[src/hdl/srtf_pkg.sv]
// srtf_pkg: shared types and constants for the srtf scheduler
// no dependencies
package srtf_pkg;
  localparam int unsigned MaxProcsDef = 16;
  localparam int unsigned IdW   = 8;
  localparam int unsigned TimeW = 16;
  localparam int unsigned ClkW  = 21;
  localparam int unsigned SumW  = 25;

  typedef enum logic [1:0] {
    ST_LOAD,
    ST_SCAN,
    ST_STEP,
    ST_EMIT
  } state_t;

  // candidate carried along the cell chain during a scan
  typedef struct packed {
    logic             have_best;
    logic [5:0]       best_idx;
    logic [TimeW-1:0] best_rem;
    logic             have_next;
    logic [TimeW-1:0] next_arr;
    logic             have_min;
    logic [TimeW-1:0] min_arr;
  } scan_t;

  // command from the controller to every cell
  typedef struct packed {
    logic             load;
    logic [5:0]       load_idx;
    logic             clear;
    logic             update;
    logic [5:0]       upd_idx;
    logic [TimeW-1:0] run;
  } cell_cmd_t;
endpackage

[src/hdl/srtf_cell.sv]
// srtf_cell: one process slot, holds its entry and compares it into the scan chain
// depends on srtf_pkg
module srtf_cell #(
  parameter int unsigned Idx = 0,
  parameter int unsigned IdxW = 4
) (
  input  logic                          clk,
  input  logic                          rst_n,
  input  srtf_pkg::cell_cmd_t           cmd,
  input  logic [srtf_pkg::IdW-1:0]      ld_id,
  input  logic [srtf_pkg::TimeW-1:0]    ld_arr,
  input  logic [srtf_pkg::TimeW-1:0]    ld_burst,
  input  logic [IdxW:0]                 count,
  input  logic [srtf_pkg::ClkW-1:0]     now,
  input  srtf_pkg::scan_t               scan_in,
  output srtf_pkg::scan_t               scan_out,
  output logic [srtf_pkg::IdW-1:0]      id_o,
  output logic [srtf_pkg::TimeW-1:0]    arr_o,
  output logic [srtf_pkg::TimeW-1:0]    burst_o
);
  localparam logic [5:0] MyIdx = 6'(Idx);
  localparam logic [IdxW:0] MyCnt = (IdxW+1)'(Idx);
  logic [srtf_pkg::IdW-1:0]   id_r;
  logic [srtf_pkg::TimeW-1:0] arr_r, burst_r, rem_r;
  logic done_r;
  logic live;

  always_ff @(posedge clk) begin
    if (cmd.load && cmd.load_idx == MyIdx) begin
      id_r    <= ld_id;
      arr_r   <= ld_arr;
      burst_r <= ld_burst;
      rem_r   <= ld_burst;
    end else if (cmd.update && cmd.upd_idx == MyIdx) begin
      rem_r <= rem_r - cmd.run;
    end
  end

  always_ff @(posedge clk) begin
    if (!rst_n || cmd.clear) begin
      done_r <= 1'b0;
    end else if (cmd.update && cmd.upd_idx == MyIdx && rem_r == cmd.run) begin
      done_r <= 1'b1;
    end
  end

  assign live = (MyCnt < count) && !done_r;

  always_comb begin
    scan_out = scan_in;
    if (live) begin
      if (!scan_in.have_min || arr_r < scan_in.min_arr) begin
        scan_out.have_min = 1'b1;
        scan_out.min_arr  = arr_r;
      end
      if (srtf_pkg::ClkW'(arr_r) <= now) begin
        if (!scan_in.have_best || rem_r < scan_in.best_rem) begin
          scan_out.have_best = 1'b1;
          scan_out.best_idx  = MyIdx;
          scan_out.best_rem  = rem_r;
        end
      end else if (!scan_in.have_next || arr_r < scan_in.next_arr) begin
        scan_out.have_next = 1'b1;
        scan_out.next_arr  = arr_r;
      end
    end
  end

  assign id_o = id_r;
  assign arr_o = arr_r;
  assign burst_o = burst_r;
endmodule

[src/hdl/srtf_scheduler.sv]
// srtf_scheduler: shortest-remaining-time-first scheduler over a chain of process cells
// depends on srtf_pkg and srtf_cell
// loads are taken whenever in_tvalid is high in the load state; after the last
// load each scheduling event (a preemption point, an idle skip or a completion)
// runs a scan over the segments (registered candidate every 4 cells) and a
// step; each completion then emits a result, held while out_tready is low, and
// one more scan and step close the set before loads resume. reset (synchronous,
// rst_n low) empties the set and clears all counters.
module srtf_scheduler #(
  parameter int unsigned MAX_PROCS = srtf_pkg::MaxProcsDef
) (
  input  logic         clk,
  input  logic         rst_n,
  input  logic         in_tvalid,
  output logic         in_tready,
  input  logic [39:0]  in_tdata,   // process_id[7:0], arrival_time[23:8], burst_time[39:24]
  input  logic         in_tlast,   // last_process
  output logic         out_tvalid,
  input  logic         out_tready,
  output logic [103:0] out_tdata,  // done_id, waiting_time, turnaround_time,
                                   // total_waiting, total_turnaround, dropped_flag
  output logic         out_tlast   // last_result
);
  localparam int unsigned IdxW = $clog2(MAX_PROCS);
  localparam int unsigned Seg  = 4;
  localparam int unsigned NSeg = (MAX_PROCS + Seg - 1) / Seg;
  localparam int unsigned SegW = (NSeg > 1) ? $clog2(NSeg) : 1;

  srtf_pkg::state_t state_r, state_nxt;
  logic [IdxW:0] count_r, count_nxt;
  logic [IdxW:0] fin_r, fin_nxt;
  logic ovf_r, ovf_nxt;
  logic [srtf_pkg::ClkW-1:0] now_r, now_nxt;
  logic [srtf_pkg::SumW-1:0] sw_r, sw_nxt, st_r, st_nxt;
  logic [SegW-1:0] seg_r, seg_nxt;
  srtf_pkg::scan_t cand_r, cand_nxt;
  logic [103:0] odata_r, odata_nxt;
  logic olast_r, olast_nxt;
  srtf_pkg::cell_cmd_t cmd;

  srtf_pkg::scan_t chain [MAX_PROCS+1];
  srtf_pkg::scan_t seg_in [NSeg];
  logic [srtf_pkg::IdW-1:0]   ids  [MAX_PROCS];
  logic [srtf_pkg::TimeW-1:0] arrs [MAX_PROCS];
  logic [srtf_pkg::TimeW-1:0] brs  [MAX_PROCS];
  srtf_pkg::scan_t seg_out;

  genvar g;
  generate
    for (g = 0; g < NSeg; g++) begin : g_seg
      assign seg_in[g] = (seg_r == SegW'(g)) ? cand_r : '0;
    end
    for (g = 0; g < MAX_PROCS; g++) begin : g_cell
      srtf_pkg::scan_t cin;
      if (g % Seg == 0) begin : g_head
        assign cin = seg_in[g / Seg];
      end else begin : g_body
        assign cin = chain[g];
      end
      srtf_cell #(.Idx(g), .IdxW(IdxW)) u_cell (
        .clk(clk), .rst_n(rst_n), .cmd(cmd),
        .ld_id(in_tdata[7:0]), .ld_arr(in_tdata[23:8]), .ld_burst(in_tdata[39:24]),
        .count(count_r), .now(now_r),
        .scan_in(cin), .scan_out(chain[g+1]),
        .id_o(ids[g]), .arr_o(arrs[g]), .burst_o(brs[g])
      );
    end
  endgenerate
  assign chain[0] = '0;

  // select the tail of the active segment
  always_comb begin
    seg_out = '0;
    for (int s = 0; s < NSeg; s++) begin
      if (seg_r == SegW'(s)) seg_out = chain[((s + 1) * Seg > MAX_PROCS) ?
                                              MAX_PROCS : (s + 1) * Seg];
    end
  end

  logic [IdxW-1:0] bi;
  logic [srtf_pkg::ClkW-1:0] gap, run21, fin_t, turn, wait_t;
  logic [srtf_pkg::TimeW-1:0] run;
  assign bi = cand_r.best_idx[IdxW-1:0];
  assign gap = srtf_pkg::ClkW'(cand_r.next_arr) - now_r;
  assign run21 = (cand_r.have_next && gap < srtf_pkg::ClkW'(cand_r.best_rem)) ?
                 gap : srtf_pkg::ClkW'(cand_r.best_rem);
  assign run = run21[srtf_pkg::TimeW-1:0];
  assign fin_t = now_r + run21;
  assign turn = fin_t - srtf_pkg::ClkW'(arrs[bi]);
  assign wait_t = turn - srtf_pkg::ClkW'(brs[bi]);

  always_ff @(posedge clk) begin
    if (!rst_n) begin
      state_r <= srtf_pkg::ST_LOAD;
      count_r <= '0;
      fin_r <= '0;
      ovf_r <= 1'b0;
      now_r <= '0;
      sw_r <= '0;
      st_r <= '0;
      seg_r <= '0;
    end else begin
      state_r <= state_nxt;
      count_r <= count_nxt;
      fin_r <= fin_nxt;
      ovf_r <= ovf_nxt;
      now_r <= now_nxt;
      sw_r <= sw_nxt;
      st_r <= st_nxt;
      seg_r <= seg_nxt;
    end
  end

  always_ff @(posedge clk) begin
    cand_r <= cand_nxt;
    odata_r <= odata_nxt;
    olast_r <= olast_nxt;
  end

  always_comb begin
    state_nxt = state_r;
    count_nxt = count_r;
    fin_nxt = fin_r;
    ovf_nxt = ovf_r;
    now_nxt = now_r;
    sw_nxt = sw_r;
    st_nxt = st_r;
    seg_nxt = seg_r;
    cand_nxt = cand_r;
    odata_nxt = odata_r;
    olast_nxt = olast_r;
    cmd = '0;
    cmd.load_idx = 6'(count_r);
    cmd.upd_idx = cand_r.best_idx;
    cmd.run = run;
    in_tready = 1'b0;
    out_tvalid = 1'b0;
    unique case (state_r)
      srtf_pkg::ST_LOAD: begin
        in_tready = 1'b1;
        if (in_tvalid) begin
          if (count_r < (IdxW+1)'(MAX_PROCS)) begin
            cmd.load = 1'b1;
            count_nxt = count_r + 1'b1;
          end else begin
            ovf_nxt = 1'b1;
          end
          if (in_tlast) begin
            seg_nxt = '0;
            cand_nxt = '0;
            state_nxt = srtf_pkg::ST_SCAN;
          end
        end
      end
      srtf_pkg::ST_SCAN: begin
        cand_nxt = seg_out;
        if (seg_r == SegW'(NSeg - 1)) begin
          state_nxt = srtf_pkg::ST_STEP;
        end else begin
          seg_nxt = seg_r + 1'b1;
        end
      end
      srtf_pkg::ST_STEP: begin
        seg_nxt = '0;
        cand_nxt = '0;
        state_nxt = srtf_pkg::ST_SCAN;
        if (fin_r == count_r) begin
          // set complete (also covers an empty set)
          count_nxt = '0;
          fin_nxt = '0;
          ovf_nxt = 1'b0;
          now_nxt = '0;
          sw_nxt = '0;
          st_nxt = '0;
          cmd.clear = 1'b1;
          state_nxt = srtf_pkg::ST_LOAD;
        end else if (!cand_r.have_best) begin
          now_nxt = srtf_pkg::ClkW'(cand_r.min_arr);
        end else begin
          cmd.update = 1'b1;
          now_nxt = fin_t;
          if (run21 == srtf_pkg::ClkW'(cand_r.best_rem)) begin
            fin_nxt = fin_r + 1'b1;
            sw_nxt = sw_r + srtf_pkg::SumW'(wait_t);
            st_nxt = st_r + srtf_pkg::SumW'(turn);
            odata_nxt = {3'd0, ovf_r, st_r + srtf_pkg::SumW'(turn),
                         sw_r + srtf_pkg::SumW'(wait_t), turn, wait_t, ids[bi]};
            olast_nxt = (fin_r + 1'b1) == count_r;
            state_nxt = srtf_pkg::ST_EMIT;
          end
        end
      end
      srtf_pkg::ST_EMIT: begin
        out_tvalid = 1'b1;
        if (out_tready) begin
          seg_nxt = '0;
          cand_nxt = '0;
          state_nxt = srtf_pkg::ST_SCAN;
        end
      end
      default: state_nxt = srtf_pkg::ST_LOAD;
    endcase
  end

  assign out_tdata = odata_r;
  assign out_tlast = olast_r;

  a_fin_le_count: assert property (@(posedge clk) disable iff (!rst_n) fin_r <= count_r)
    else $error("finished count above loaded count");
  a_out_hold: assert property (@(posedge clk) disable iff (!rst_n)
    out_tvalid && !out_tready |=> out_tvalid && $stable(out_tdata))
    else $error("result changed while stalled");
  a_no_load_busy: assert property (@(posedge clk) disable iff (!rst_n)
    in_tready |-> !out_tvalid)
    else $error("load taken during scheduling");
  a_count_cap: assert property (@(posedge clk) disable iff (!rst_n)
    count_r <= (IdxW+1)'(MAX_PROCS))
    else $error("set over capacity");
endmodule
[config.mk]
export PLATFORM = sky130hd
export DESIGN_NAME = srtf_scheduler
export DESIGN_NICKNAME = d
export VERILOG_FILES = /design/src/hdl/srtf_pkg.sv /design/src/hdl/srtf_cell.sv /design/src/hdl/srtf_scheduler.sv
export SDC_FILE = /design/constraint.sdc
export NUM_CORES = 2
export LEC_CHECK = 0
export ABC_AREA = 1
export BUFFER_PORTS_ARGS = -buffer_cell sky130_fd_sc_hd__buf_2
export CORE_UTILIZATION = 35
export CTS_BUF_LIST = sky130_fd_sc_hd__clkbuf_8 sky130_fd_sc_hd__clkbuf_16
export CTS_CLUSTER_DIAMETER = 200
export DETAILED_ROUTE_END_ITERATION = 6
export GPL_ROUTABILITY_DRIVEN = 0
export GPL_TIMING_DRIVEN = 0
export PLACE_DENSITY_LB_ADDON = 0.15
export SLEW_MARGIN = 20
export SYNTH_ARGS = -nofsm -noshare
export SYNTH_HDL_FRONTEND = slang
export SYNTH_SLANG_ARGS = --single-unit
[constraint.sdc]
create_clock -name clk -period 11.5 [get_ports clk]
set_input_delay 0.575 -clock clk [delete_from_list [all_inputs] [get_ports clk]]
set_output_delay 0.575 -clock clk [all_outputs]
set_load 0.01 [all_outputs]
==> results.toml <==
[status]
violations = "DRC"
status = "finished with violations"

[flow_run]
cap_viol_max_count = 0

[pwr]
power.total_mw = 19.9
p_leak_nw = 44.7
vdd_ir_drop_max_uv = 181
powerDensity_nw_per_um2 = 191

[layout]
final_common_cell = "nand2_1"
drive_gt1_frac = 0.0760
nets = 12773
nFillCells = 26092
syn2layout_area_growth_pct = 13.3
post-route-cell-area_um2 = 104000
layout_common_cells = "nand2_1 (2719), ha_1 (1347), o21ai_0 (1058)"

[synthesis]
yosys.area.top_type = "edfxtp_1"
ys_seq_area_frac = 0.367
syn_inst = 10973
synth_top_family_by_area = "simple AND/OR/NAND/NOR gates"
synth.cell_area_um2 = 91900
synthMuxAreaShare = 0
synth_seq_cells = 1157
synth-compound-area-share = 0.162
synthAdderAreaFrac = 0.189
synthXorXnorAreaFrac = 0.0327
synth_area_leaders = "edfxtp_1 (34%), ha_1 (18%), nand2_1 (11%)"
syn_area_per_cell_um2 = 8.37
synthArstFlopShare = 0
synth_cell_types = 75
synth-simple-area-share = 0.198
synth_flop_cell = "edfxtp_1"
synth_edf_count = 1055
synth-warning-count = 0
synth_top_area_frac = 0.345

[floorplan]
std_cell_rows = 187
coreArea_um2 = 260000
die_w_um = 514
fp.dieH_um = 514
die-area_um2 = 265000
pin_count = 152
start_util = 0.353

[critical_path]
critical-path-slowest-cell = "clkdlybuf4s15_1"
worstPathMaxFanout = 10
critPathLaunchType = "register"
critPathMaxStageDelay_ns = 0.97
critPathLaunch = "seg_r[0]"
path_common_cell = "nand2_1"
crit_path_end_kind = "register"
arrival_ns = 11.75
worst_ep_required_time_ns = 12.06
crit_type = "reg -> reg"
worstReg2RegStart = "seg_r[0]"

[routing]
highest_layer = "met5"
drc_errors = 15
drt-met1-wl_um = 176000
wl_per_cell_um = 29.1
drtIter0Drc = 11836
vias = 89190
vias_per_cell = 5.95
firstDrtPassIters = 7
ant_nets = 0
met2_length_um = 179000
wl_met3_um = 46400
wl_um = 436000

[sta]
fin_crit_ns = 11.19
fin_crit_sh = 0.973
slew_violations = 0
worstMarginPinSlew_ns = 1.33
fmax_mhz = 89.4
hold_viol_final = 0
setup_viol = 0
relSlewSlack = 0.112
fin_skew_ns = 0.0870

[clocking]
cts_hold_buffers = 0
numCtsBuffers = 142
clock_path_buffers = 3
clockRootBuffer = "clkbuf_16"
h-tree-depth = 4
clock_latency_ns = 0.86
cts_tree = "yes"
clkTransAtPathRegs_ns = 0.06
clock_sinks = 1157

[global_route]
overflow = 0
grt_max_degree = 62
grt_antenna_before_repair = 60
grt_first_pass_wirelength_um = 602000
grt_pass1_vias = 82672
grt_usage = 0.319

[placed_design]
io_buffers = 148
dp_hpwl_um = 323000
place_area_um2 = 98400

[worst_hold_path]
hp-start = "in_tdata[6]"
hold_class = "in -> reg"
[power breakdown]
group	leakage (nW)	total [mW]	internal, mW	switching [mW]
registers	10.4	5.66	5.20	0.452
clock network	2.49	4.91	2.78	2.13
logic	31.8	9.31	3.07	6.23
total	44.7	19.9	11.1	8.82
[per-stage QoR]
| stage | hold slack (ns) | std cells | utilization | setup WS, ns | TNS (ns) |
|---|---|---|---|---|---|
| after floorplan | 0.409 | 10977 | - | 1.24 | 0 |
| after global placement | 0.442 | 14621 | 0.373 | -7.15 | -1117.85 |
| after detailed placement | 0.441 | 14678 | 0.378 | -1.27 | -13.07 |
| after CTS | 0.0641 | 14961 | 0.398 | 0.0111 | 0 |
| after global routing | 0.0893 | 14974 | 0.400 | -0.0443 | -0.0443 |
| final | 0.111 | 14989 | 0.400 | 0.308 | 0 |
[area by class of cell]
class	count	area (um2)	share of cell area
sequential	1157	33700	0.324
clock buffer	149	3670	0.0353
multi-input combinational	8648	53900	0.518
buffer	412	1940	0.0186
antenna	20	50.0	0.000481
clock inverter	112	1400	0.0134
timing repair buffer	235	2170	0.0209
inverter	760	2870	0.0276
tap	3496	4370	0.0420
[metal layers]
metal  up-vias  track usage
li1      39871            -
met1     42997        0.419
met4        32        0.216
met2      5054        0.466
met5         -            0
met3      1236       0.0732
[sequential cells by signal, indices dropped and copies added, names as in the netlist]
register,flops
cand_r,53
bi,4
g_cell.u_cell.rem_r,256
fin_r,5
g_cell.u_cell.done_r,16
out_tlast,1
g_cell.u_cell.arr_o,256
ovf_r,1
count_r,5
g_cell.u_cell.id_o,128
g_cell.u_cell.burst_o,256
now_r,21
sw_r,25
out_tdata,101
seg_r,2
state_r,2
st_r,25
[synthesized netlist by cell type, types with 22 or more instances]
cell	count
nand3_1	769
clkbuf_1	281
a31oi_1	27
xnor2_1	150
fa_1	22
a21oi_1	870
dfxtp_1	102
nand3b_1	23
o21bai_1	48
o22ai_1	136
inv_2	30
xor2_1	193
nor4_1	51
nand4_1	129
buf_1	44
nor3_1	76
nor2_1	391
ha_1	1350
edfxtp_1	1055
nand2_2	49
a2111oi_0	25
buf_6	23
a22oi_1	191
a211oi_1	70
inv_1	723
o21a_1	36
or2_2	35
a21o_1	40
o21ai_0	1071
nand2_1	2720
buf_2	48
[worst paths after layout]
check	slack, ns	end	depth (start not counted)
worst min-delay path	0.11	g_cell[8].u_cell.id_o[6]	1
worst min register to register	0.44	out_tdata[100]	0
worst max register to register	0.31	cand_r[15]	51
worst max-delay path	0.31	cand_r[15]	51
[critical path, delay by kind of cell, from the launching register on]
family	cells	cell delay [ns]
fa+ha+maj	5	1.52
simple gates	25	2.82
flops	1	0.34
buf+inv	10	3.24
compound gates	11	2.90
[cells by family after synthesis]
| logic type | Yosys count |
|---|---|
| xor+xnor | 343 |
| buf+inv | 1172 |
| compound gates | 2631 |
| simple gates | 4297 |
| flops | 1157 |
| fa+ha+maj | 1372 |
| other cells | 1 |
[repair_timing]
item | in CTS | in global routing
resized for setup | 11 | 53
pin swaps | 3 | 14
setup endpoints to repair | 20 | 26
hold endpoints to repair | 0 | 0
setup buffers | 22 | 7
No activity file was read; power rests on OpenSTA's default activity.
